--- config.mk ---
export PLATFORM = sky130hd
export DESIGN_NAME = sbil_cell
export DESIGN_NICKNAME = d
export VERILOG_FILES = /design/src/hdl/sbil_pkg.sv /design/src/hdl/sbil_cell.sv
export SDC_FILE = /design/constraint.sdc
export NUM_CORES = 1
export LEC_CHECK = 0
export BUFFER_PORTS_ARGS = -buffer_cell sky130_fd_sc_hd__clkbuf_2
export CAP_MARGIN = 40
export CORE_MARGIN = 4
export CORE_UTILIZATION = 60
export DETAILED_ROUTE_END_ITERATION = 8
export GPL_TIMING_DRIVEN = 1
export PLACE_DENSITY = 0.95
export REMOVE_ABC_BUFFERS = 1
export SYNTH_ARGS = -nofsm -noshare
export SYNTH_HDL_FRONTEND = slang
export SYNTH_SLANG_ARGS = --single-unit
--- constraint.sdc ---
create_clock -name clk -period 2.1 [get_ports clk]
set_input_delay 0.315 -clock clk [delete_from_list [all_inputs] [get_ports clk]]
set_output_delay 0.315 -clock clk [all_outputs]
set_load 0.03 [all_outputs]
--- src/hdl/sbil_pkg.sv ---
// ----------------------------------------------------------------------------
// sbil_pkg: shared types and constants for the strided box index locator.
// Holds field widths, the item record that moves down the cell chain and the
// stable axis ordering by stride magnitude.
// ----------------------------------------------------------------------------
`timescale 1ns / 1ps
`default_nettype none

package sbil_pkg;

	localparam int COUNT_BITS  = 16;
	localparam int BASE_W      = 48;
	localparam int STRIDE_W    = 41;
	localparam int INDEX_W     = 50;
	localparam int AXES        = 3;
	localparam int AXIS_W      = 2;
	localparam int CFG_IDX_W   = 3;
	localparam int CFG_DATA_W  = 48;
	localparam int BIT_W       = (COUNT_BITS > 1) ? $clog2(COUNT_BITS) : 1;
	localparam int PROD_W      = COUNT_BITS + STRIDE_W;
	localparam int REM_W       = ((PROD_W > BASE_W) ? PROD_W : BASE_W) + 3;
	localparam int SUM_W       = REM_W + 1;
	localparam int CELLS       = AXES * COUNT_BITS;

	typedef enum logic [CFG_IDX_W-1:0] {
		REG_BASE     = 3'd0,
		REG_COUNT_X  = 3'd1,
		REG_COUNT_Y  = 3'd2,
		REG_COUNT_Z  = 3'd3,
		REG_STRIDE_X = 3'd4,
		REG_STRIDE_Y = 3'd5,
		REG_STRIDE_Z = 3'd6
	} cfg_reg_t;

	typedef logic [STRIDE_W-1:0]   mag_t;
	typedef logic [COUNT_BITS-1:0] cnt_t;
	typedef logic [AXIS_W-1:0]     axis_t;

	typedef struct packed {
		logic                      fail;
		logic [REM_W-1:0]          rem;
		cnt_t                      quo;
		logic [AXES-1:0][COUNT_BITS-1:0] norm;
	} item_t;

	// Axes in order of falling magnitude, ties kept in axis order.
	function automatic logic [AXES-1:0][AXIS_W-1:0] axis_order(
		input logic [AXES-1:0][STRIDE_W-1:0] mag
	);
		axis_t o0;
		axis_t o1;
		axis_t o2;
		axis_t t;
		logic [AXES-1:0][AXIS_W-1:0] res;
		o0 = 2'd0;
		o1 = 2'd1;
		o2 = 2'd2;
		if (mag[o1] > mag[o0]) begin
			t = o0; o0 = o1; o1 = t;
		end
		if (mag[o2] > mag[o1]) begin
			t = o1; o1 = o2; o2 = t;
		end
		if (mag[o1] > mag[o0]) begin
			t = o0; o0 = o1; o1 = t;
		end
		res[0] = o0;
		res[1] = o1;
		res[2] = o2;
		return res;
	endfunction

endpackage

`default_nettype wire

--- src/hdl/sbil_cell.sv ---
// ----------------------------------------------------------------------------
// sbil_cell: one restoring-division cell of the locator chain.
// Resolves one quotient bit of one axis and hands the item to its neighbor.
// ----------------------------------------------------------------------------
`timescale 1ns / 1ps
`default_nettype none

module sbil_cell (
	input  wire logic                    clk,
	input  wire logic                    arst_n,
	input  wire logic                    en,
	input  wire logic                    in_vld,
	input  wire sbil_pkg::item_t         in_item,
	input  wire sbil_pkg::mag_t          mag,
	input  wire sbil_pkg::cnt_t          cnt,
	input  wire sbil_pkg::axis_t         axis,
	input  wire logic [sbil_pkg::BIT_W-1:0] bit_pos,
	output logic                         out_vld_q,
	output sbil_pkg::item_t              out_item_q
);
	import sbil_pkg::*;

	item_t            nxt;
	logic [REM_W-1:0] div;
	logic [REM_W-1:0] lim;
	logic             nz;

	always_comb begin
		nz  = (mag != '0);
		div = REM_W'(mag) << bit_pos;
		lim = REM_W'(mag) << COUNT_BITS;
		nxt = in_item;
		if (bit_pos == BIT_W'(COUNT_BITS - 1)) begin
			nxt.quo = '0;
			if (nz && (in_item.rem >= lim)) begin
				nxt.fail = 1'b1;
			end
		end
		if (nz && (nxt.rem >= div)) begin
			nxt.rem          = nxt.rem - div;
			nxt.quo[bit_pos] = 1'b1;
		end
		if (bit_pos == '0) begin
			if ((nxt.quo >= cnt) || (!nz && (cnt != cnt_t'(1)))) begin
				nxt.fail = 1'b1;
			end
			nxt.norm[axis] = nxt.quo;
		end
	end

	always_ff @(posedge clk or negedge arst_n) begin
		if (!arst_n) begin
			out_vld_q <= 1'b0;
		end else if (en) begin
			out_vld_q <= in_vld;
		end
	end

	always_ff @(posedge clk) begin
		if (en) begin
			out_item_q <= nxt;
		end
	end

endmodule

`default_nettype wire

==> flow_summary.yaml, run 1 <==
status:
  status: "stopped before the end"
  stop_stage: "global routing (5_1_grt)"
  error: "[ERROR GRT-0116] Global routing finished with congestion. Check the congestion regions in the DRC Viewer."
clock_network:
  htreeDepth: 4
  clock_path_buffers: 2
  clock-sinks: 126
  cts_inserted_buffers: 17
  root_buffer: "clkbuf_16"
logic_synthesis:
  synth_compound_area_share_pct: 19.8
  ys_ff_latch: 126
  synth-edff-count: 125
  muxShareOfSynthArea_pct: 13.7
  synthFlopType: "edfxtp_1"
  ys_seq_area_share_pct: 29.6
  synth-xor-area-share_pct: 3.71
  yosys.area_share.simple_pct: 15.7
  synth_top_family_by_area: "compound AO/OA/AOI/OAI gates"
  syn_area_per_cell_um2: 9.08
  syn_area_um2: 12800
  synthCells: 1405
  yosys.area_share.adder_pct: 11.2
  yosysWarnings: 0
  synthDistinctLibCells: 83
  ys_async_sr_fraction_pct: 0.794
grt:
  grt_pass1_vias: 25000
  track_usage_pct: 98.1
  grt_max_degree: 53
  grt_overflow_total: 1373
  grt_first_pass_wirelength_um: 178000
placed_design:
  placed_cell_area_um2: 18000
  dp_cells: 2386
  finalWeightedCongestion: 1.12
  port_buffers: 317
  dp_hpwl_um: 50300
  dp_slack_ns: -3.94
die:
  start_util_pct: 60.9
  pin_count: 318
  dieWidth_um: 154
  die_h_um: 154
  rows: 53
cells in the mapped netlist (all sizes together) (7+ instances only):
master	n	share of area, %
a21o	51	3.0
clkbuf	47	1.4
a31oi	28	1.5
nor2	89	2.6
xor2	24	1.6
mux4	27	4.8
mux2i	32	2.5
nand4	35	1.7
xnor2	30	2.1
buf	34	1.6
nand3	26	1.1
edfxtp	125	29
ha	113	11
nor2b	12	0.59
nor4	16	0.83
inv	106	3.1
o21ai	95	3.7
and2	15	0.74
o211ai	7	0.41
and3	12	0.59
nand2	165	4.9
a211oi	15	0.96
or2	10	0.49
a21oi	103	4.0
nor3	15	0.59
a221oi	9	0.85
o31ai	8	0.51
mux2	59	6.5
o21bai	11	0.65
cells by family after synthesis:
kind of cell,after synthesis
AOI/OAI and AO/OA,384
buffers and inverters,188
muxes,118
and+or+nand+nor,421
adders and majority gates,114
xor gates and xnor gates,54
DFF,126
layer usage:
layer,GRT overflow,global-route usage [%]
met1,21,89.3
met2,882,116
met3,29,84.9
met4,436,110
met5,5,64.0
per-stage QoR:
| step | utilization (%) | hold slack, ns | setup TNS, ns |
|---|---|---|---|
| after floorplan | - | 0.0194 | -313.89 |
| after global placement | 85.8 | 0.0904 | -289.11 |
| after detailed placement | 85.8 | 0.0903 | -329.96 |
| after CTS | 96.7 | 0.123 | -209.60 |
what timing repair did:
item                                    4_1_cts
pin swaps                                    62
hold buffers                                  1
hold endpoints to repair                      1
resized for setup                           272
endpoints found under the setup margin      116
gates cloned                                  9
setup buffers                                39
==> inputs of run 2 (changes only) <==
CORE_UTILIZATION = 40   (was 60)
PLACE_DENSITY = unset   (was 0.95)
PLACE_DENSITY_LB_ADDON = 0.15   (was unset)
==> flow_summary.yaml, run 2 <==
sta:
  grt_setup_unrepaired: "yes"
  timing.final.crit_share_pct: 230
  slew_headroom_pct: 56.8
  worst_pin_slew_ns: 0.642
  min_period_ns: 4.84
  clock_skew_ns: 0
  setup_violations: 114
  layout_setup_ws_ns: -2.74
  finalMaxSlewViolations: 0
  finalHoldViolations: 0
  fmaxAchievable_ghz: 0.207
logic_synthesis:
  ys_top_cells_by_area: "edfxtp_1, ha_1, mux2_4, nand2_1, mux4_2"
  syn_area_um2: 12800
  synthDistinctLibCells: 83
  yosysTopAreaCell: "edfxtp_1"
  yosysWarnings: 0
  synthMostInstantiatedCell: "nand2_1"
  ys_seq_area_share_pct: 29.6
  ys_ff_latch: 126
  syn_area_per_cell_um2: 9.08
  synthTopCellsByCount: "nand2_1, edfxtp_1, ha_1"
  synthCells: 1405
  synthFlopType: "edfxtp_1"
  ys_async_sr_fraction_pct: 0.794
  synth-edff-count: 125
  synth_top_area_share_pct: 29.4
route:
  vias: 14700
  via_per_inst: 5.57
  drt_iter0_drc: 1141
  drtAntennaViolNets: 0
  drt-pass1-iter-count: 6
  drc: 0
  drt_wl_total_um: 57000
  post_drt_wl_per_cell_um: 21.7
setup_path:
  critical_path_class: "input port to flip-flop"
  cpMaxStageDelayCell: "mux4_2"
  cp_max_fo: 7
  endpoint_kind: "flip-flop"
  required_ns: 2.26
  crit_arrival_ns: 5.00
  start_kind: "input port"
  max_stage_delay_ns: 0.52
  crit_top_cell: "buf_4"
cells_and_area:
  fin_cells: 2634
  largest_reg_flops: 125
  diodes: 0
  syn_to_final_growth_pct: 66.3
  nFillCells: 2545
  reg.largest.list: "out_item_q (125), out_vld_q (1)"
  most-common-layout-cells: "buf_4, clkbuf_2, nand2_1"
  layout-drive-gt1-share_pct: 53.9
  final_nets: 2525
  final_common_cell: "buf_4"
  largest-register: "out_item_q"
clock_network:
  cts_tree: "done"
  clock-sinks: 126
  cts_inserted_buffers: 17
  htreeDepth: 4
  root_buffer: "clkbuf_16"
  clk_pin_slew_ns: 0.06
  clock_path_buffers: 2
  clock_latency_ns: 0.43
placed_design:
  dp_slack_ns: -3.57
  dp_hpwl_um: 43500
  port_buffers: 317
  dp_cells: 2540
  finalWeightedCongestion: 0.945
die:
  dieArea_um2: 34800
  die_h_um: 187
  rows: 65
  pin_count: 318
  start_util_pct: 40.5
  core-area_um2: 31500
  dieWidth_um: 187
pwr:
  vdd_drop_max_mv: 0.558
  p_leak_uw: 0.0102
  power.density_nw_per_um2: 647
  p_total_uw: 13700
grt:
  grt_pass1_vias: 14900
  grt_first_pass_wirelength_um: 85000
  grt_overflow_total: 0
  track_usage_pct: 31.0
  antenna_found_initial: 0
  grt_max_degree: 43
job:
  max-cap-violations: 0
status:
  violations: "setup timing"
  status: "complete, but fails checks"
worst_hold_path:
  hp-class: "input port to flip-flop"
[run 2: per-stage QoR]
step | area, µm² | hold WS, ns | setup TNS (ns) | utilization (%)
6_report | 21200 | 0.114 | -195.20 | 67.4
5_1_grt | 21200 | 0.112 | -206.57 | 67.4
4_1_cts | 20500 | 0.101 | -183.85 | 65.3
3_5_place_dp | 18300 | 0.0907 | -297.69 | 58.3
3_3_place_gp | 18300 | 0.0891 | -288.70 | 58.3
2_1_floorplan | 12400 | 0.0194 | -313.89 | -
[run 2: kinds of logic (layout without fill, tap and decap cells)]
kind of cell,after synthesis,in the layout,share of synthesized area (%)
AND/OR/NAND/NOR,421,421,15.7
AO/OA/AOI/OAI,384,384,19.8
multiplexers,118,118,13.7
flip-flops,126,126,29.6
buffers and inverters,188,1015,6.18
adder cells (fa/ha/maj),114,114,11.2
XOR/XNOR,54,54,3.71
[run 2: worst paths after layout]
kind | from | to | slack (ns) | cells after the start
worst max-delay path | bit_pos[0] | out_item_q[124] | -2.74 | 29
worst min-delay path | in_vld | out_vld_q | 0.11 | 2
worst max register to register | out_vld_q | out_vld_q | 1.36 | 1
worst min register to register | out_vld_q | out_vld_q | 0.51 | 1
max in group asynchronous | arst_n | out_vld_q | 1.83 | 2
min in group asynchronous | arst_n | out_vld_q | 0.18 | 2
[run 2: cell type report]
class	instances	area [µm²]	area share [%]
Sequential cell	126	3780	17.8
Timing Repair Buffer	876	6490	30.6
Clock inverter	15	200	0.944
Clock buffer	17	425	2.01
Tap cell	402	503	2.37
Multi-Input combinational cell	1091	9410	44.4
Inverter	107	403	1.90
[run 2: power by group]
part / total, µW / internal [µW] / switching [µW]
logic: 7060 / 3340 / 3720
clock network: 3300 / 1920 / 1390
registers: 3370 / 3260 / 104
total: 13700 / 8520 / 5220
[run 2: worst max-delay path: cells and delay by family]
kind / cells / cell delay, ns
muxes: 2 / 0.72
AOI/OAI and AO/OA: 14 / 2.09
buffers and inverters: 6 / 0.76
adders and majority gates: 2 / 0.58
and+or+nand+nor: 5 / 0.50
[run 2: layer usage]
metal,share of wire [%],track usage (%)
met1,41,38.3
met2,49,54.5
met3,5.9,5.20
met4,3.9,11.3
met5,0,0
[run 2: repair_timing]
item                                    CTS  global route
pin swaps                                74            59
hold buffers                              1             0
setup buffers                            31            30
cloned                                   12             0
hold endpoints to repair                  1             0
gates resized for setup                 235           131
endpoints found under the setup margin  114           123
Power figures use the tool's default switching activity.
==> inputs of run 3 (changes only) <==
clock period = 3.9 ns   (was 2.1 ns; I/O delays follow)
==> flow_summary.yaml, run 3 (synthesis gave the netlist of run 2 again) <==
status:
  status: "complete, but fails checks"
  violations: "setup timing"
pwr:
  swShare_pct: 38.9
  switchingPower_uw: 2840
  power_frac_clock_pct: 23.3
  power.density_nw_per_um2: 349
  comb_power_share_pct: 51.9
  power_frac_seq_pct: 24.8
  vdd_drop_max_mv: 0.323
  p_int_uw: 4460
  p_leak_uw: 0.0101
sta:
  grt_setup_unrepaired: "yes"
  timing.final.crit_share_pct: 130
  setup_violations: 88
  hold_ws_ns: 0.373
  worst_pin_slew_ns: 0.798
  fmaxAchievable_ghz: 0.197
  finalMaxSlewViolations: 0
  layout_setup_ws_ns: -1.18
  finalHoldViolations: 0
  slew_headroom_pct: 46.8
  min_period_ns: 5.08
  clock_skew_ns: 0
cells_and_area:
  largest-register: "out_item_q"
  seq_area_um2: 3780
  layout-drive-gt1-share_pct: 53.7
  reg.largest.list: "out_item_q (125), out_vld_q (1)"
  final_nets: 2501
  syn_to_final_growth_pct: 64.0
  final_util_pct: 66.5
  nFillCells: 2640
  most-common-layout-cells: "buf_4, clkbuf_2, nand2_1"
  multi_input_area_um2: 9440
  final_common_cell: "buf_4"
  fin_cells: 2611
  largest_reg_flops: 125
grt:
  track_usage_pct: 29.7
  grt_first_pass_wirelength_um: 81900
  grt_overflow_total: 0
  grt_max_degree: 56
  antenna_found_initial: 1
  grt_pass1_vias: 14600
die:
  pin_count: 318
  core-area_um2: 31500
  start_util_pct: 40.5
  die_h_um: 187
  rows: 65
  dieWidth_um: 187
  dieArea_um2: 34800
placed_design:
  dp_cells: 2516
  finalWeightedCongestion: 0.915
  port_buffers: 317
  dp_hpwl_um: 43400
  dp_slack_ns: -2.10
setup_path:
  r2r_setup_slack_ns: 3.16
  timing.rr.start: "out_vld_q"
  cp_max_fo: 7
  required_ns: 4.07
  max_stage_delay_ns: 0.53
  start_kind: "input port"
  ff2ff_path_depth: 1
  endpoint_kind: "flip-flop"
  r2r-end: "out_vld_q"
  cpMaxStageDelayCell: "mux4_2"
  critical_path_class: "input port to flip-flop"
  crit_arrival_ns: 5.25
worst_hold_path:
  min-delay-start: "in_vld"
  hp-class: "input port to flip-flop"
  holdPathStages: 2
  min_to: "out_vld_q"
route:
  drt_iter0_drc: 1032
  drt_wl_total_um: 56100
  post_drt_wl_per_cell_um: 21.5
  drc: 0
  drt-pass1-iter-count: 6
  via_per_inst: 5.54
  vias: 14500
  drtAntennaViolNets: 0
clock_network:
  clock_path_buffers: 2
  root_buffer: "clkbuf_16"
  cts_tree: "done"
  clock_latency_ns: 0.44
  clock-sinks: 126
  htreeDepth: 4
  cts_inserted_buffers: 17
  clk_pin_slew_ns: 0.07
job:
  max-cap-violations: 0
[run 3: cell count changes in the layout (fill, tap and decap cells not counted), moves of 5 or more]
cell / change
o21ai_0: +19
clkbuf_16: +5
buf_16: -7
buf_6: -10
o21ai_1: -16
nand2_1: -5
buf_4: -12
nand2_2: +5
mux2i_1: -7
[run 3: layer usage]
metal	up-vias	routed length [µm]	GRT usage (%)
met2	613	27600	51.9
met1	6924	23100	37.2
li1	6822	-	-
met5	-	0	0
met4	0	2080	11.0
met3	116	3380	4.43
[run 3: critical path: cells and delay by family]
family,cells,cell delay (ns)
AOI/OAI and AO/OA,14,2.02
adders and majority gates,2,0.41
buffers and inverters,5,0.61
muxes,1,0.53
and+or+nand+nor,7,1.09
[run 3: final cells by class]
class / instances / area share, %
diodes: 1 / 0.0120
clock buffers: 17 / 2.03
clock inverters: 15 / 0.801
inverters: 107 / 1.94
multi-input cells: 1091 / 45.1
flip-flops and latches: 126 / 18.1
well taps: 402 / 2.40
repair buffers: 852 / 29.6
[run 3: power by group through the flow]
stage	Combinational [µW]	Sequential (µW)	Clock, µW
finish	3790	1810	1700
CTS	3510	1810	1720
global placement	3270	1840	0
global route	4030	1830	1770
detailed placement	3280	1840	0
floorplan	1380	2250	0
[run 3: repair_timing]
action | in CTS | in global routing
gates resized for setup | 148 | 189
hold buffers | 1 | 0
buffers inserted | 25 | 29
pin swaps | 66 | 62
gates cloned | 3 | 7
endpoints found under the hold margin | 1 | 0
endpoints found under the setup margin | 114 | 114
[run 3: how the worst max path moves through the flow]
| stage | start | endpoint | slack (ns) | cells past startpoint |
|---|---|---|---|---|
| 6_report | bit_pos[0] | out_item_q[124] | -1.18 | 29 |
| 5_1_grt | bit_pos[0] | out_item_q[124] | -1.39 | 29 |
| 4_1_cts | bit_pos[0] | out_item_q[124] | -1.02 | 26 |
| 3_5_place_dp | bit_pos[0] | out_item_q[124] | -2.10 | 29 |
| 3_3_place_gp | bit_pos[0] | out_item_q[124] | -2.11 | 28 |
| 2_1_floorplan | bit_pos[2] | out_item_q[124] | -2.76 | 22 |
[run 3: per-stage QoR]
stage	area [µm²]	total power, µW	setup TNS (ns)
global placement	18200	5100	-139.85
finish	20900	7310	-36.85
detailed placement	18200	5120	-127.95
CTS	19700	7040	-31.24
global route	20900	7640	-51.04
floorplan	12400	3630	-136.81
==> inputs of run 4 (changes only) <==
GPL_ROUTABILITY_DRIVEN = 1   (was unset)
SKIP_LAST_GASP = 1   (was unset)
==> flow_summary.yaml, run 4 (synthesis gave the netlist of run 2 again) <==
status:
  status: "complete, but fails checks"
  violations: "setup timing"
cells_and_area:
  largest-register: "out_item_q"
  final_common_cell: "buf_4"
  reg.largest.list: "out_item_q (125), out_vld_q (1)"
  largest_reg_flops: 125
  final_nets: 2509
  most-common-layout-cells: "buf_4, clkbuf_2, nand2_1"
  final_cell_area_um2: 21000
  layout-drive-gt1-share_pct: 53.7
  syn_to_final_growth_pct: 64.8
pwr:
  p_leak_uw: 0.0102
  p_int_uw: 4460
  power.density_nw_per_um2: 347
  vdd_drop_max_mv: 0.313
  power_frac_seq_pct: 24.8
  power_frac_clock_pct: 23.3
  swShare_pct: 38.9
  comb_power_share_pct: 51.9
  switchingPower_uw: 2840
die:
  start_util_pct: 40.5
  dieWidth_um: 187
  core-area_um2: 31500
  die_h_um: 187
  rows: 65
  dieArea_um2: 34800
  pin_count: 318
sta:
  setup_violations: 98
  finalMaxSlewViolations: 0
  worst_pin_slew_ns: 0.794
  finalHoldViolations: 0
  timing.final.crit_share_pct: 129
  clock_skew_ns: 0
  slew_headroom_pct: 46.8
  hold_ws_ns: 0.380
  fmaxAchievable_ghz: 0.199
  grt_setup_unrepaired: "yes"
  layout_setup_ws_ns: -1.14
  min_period_ns: 5.04
setup_path:
  r2r_setup_slack_ns: 3.16
  path_depth: 28
  r2r-end: "out_vld_q"
  timing.rr.start: "out_vld_q"
  max_stage_delay_ns: 0.39
  crit_arrival_ns: 5.20
  required_ns: 4.07
  ff2ff_path_depth: 1
  cpMaxStageDelayCell: "o31a_4"
  critPathBufInv: 11
  start_kind: "input port"
  critical_path_class: "input port to flip-flop"
  endpoint_kind: "flip-flop"
  cp_max_fo: 7
  critPathTopFamily: "compound AO/OA/AOI/OAI gates"
route:
  via_per_inst: 5.56
  drc: 0
  drt_iter0_drc: 952
  drt-pass1-iter-count: 6
  drtAntennaViolNets: 0
  drt_wl_total_um: 56300
  vias: 14600
  post_drt_wl_per_cell_um: 21.5
placed_design:
  port_buffers: 317
  placed_cell_area_um2: 18200
  finalWeightedCongestion: 0.915
  dp_hpwl_um: 43400
clock_network:
  clock_latency_ns: 0.43
  clk_pin_slew_ns: 0.07
  root_buffer: "clkbuf_16"
  cts_tree: "done"
  clock-sinks: 126
  htreeDepth: 4
  cts_inserted_buffers: 17
  clock_path_buffers: 2
worst_hold_path:
  holdPathStages: 2
  hp-class: "input port to flip-flop"
  min-delay-start: "in_vld"
  min_to: "out_vld_q"
grt:
  grt_overflow_total: 0
  antenna_found_initial: 1
  grt_pass1_vias: 14500
  grt_first_pass_wirelength_um: 81700
  track_usage_pct: 29.6
  grt_max_degree: 56
job:
  max-cap-violations: 0
run 4: power by group through the flow:
stage	Combinational (µW)	Sequential, µW	Clock, µW
floorplan	1380	2250	0
global placement	3270	1840	0
detailed placement	3280	1840	0
CTS	3510	1810	1720
global route	4030	1830	1770
finish	3790	1810	1700
run 4: worst max path at each step:
stage	startpoint	to	slack, ns
after floorplan	bit_pos[2]	out_item_q[124]	-2.76
after global placement	bit_pos[0]	out_item_q[124]	-2.11
after detailed placement	bit_pos[0]	out_item_q[124]	-2.10
after CTS	bit_pos[0]	out_item_q[124]	-1.02
after global routing	bit_pos[0]	out_item_q[124]	-1.33
final	bit_pos[0]	out_item_q[124]	-1.14
run 4: layout make-up:
cell class,instances,area (µm²)
Inverter,107,405
Tap cell,402,503
Timing Repair Buffer,860,6290
Clock buffer,17,425
Sequential cell,126,3780
Fill cell,2601,10500
Antenna cell,1,2.50
Clock inverter,15,168
Multi-Input combinational cell,1091,9450
run 4: metrics by stage:
step | utilization (%) | instances | TNS, ns | worst slack, ns | power (µW)
after CTS | 62.4 | 2577 | -31.83 | -1.02 | 7040
after global routing | 66.8 | 2619 | -56.94 | -1.33 | 7630
after detailed placement | 57.8 | 2516 | -127.95 | -2.10 | 5120
final | 66.8 | 2619 | -44.31 | -1.14 | 7300
after floorplan | - | 1324 | -136.81 | -2.76 | 3630
after global placement | 57.7 | 2515 | -139.85 | -2.11 | 5100
run 4: repair_timing:
action,4_1_cts,5_1_grt
hold buffers,1,0
cloned,3,8
resized for setup,138,214
pin swaps,63,72
endpoints found under the setup margin,114,114
endpoints found under the hold margin,1,0
buffers inserted,25,42
run 4: metal layers:
layer	track usage [%]	share of wire, %	wire [µm]
met5	0	0	0
met4	10.8	3.9	2170
met3	4.32	6.2	3490
met2	51.8	49	27600
met1	37.3	41	23000
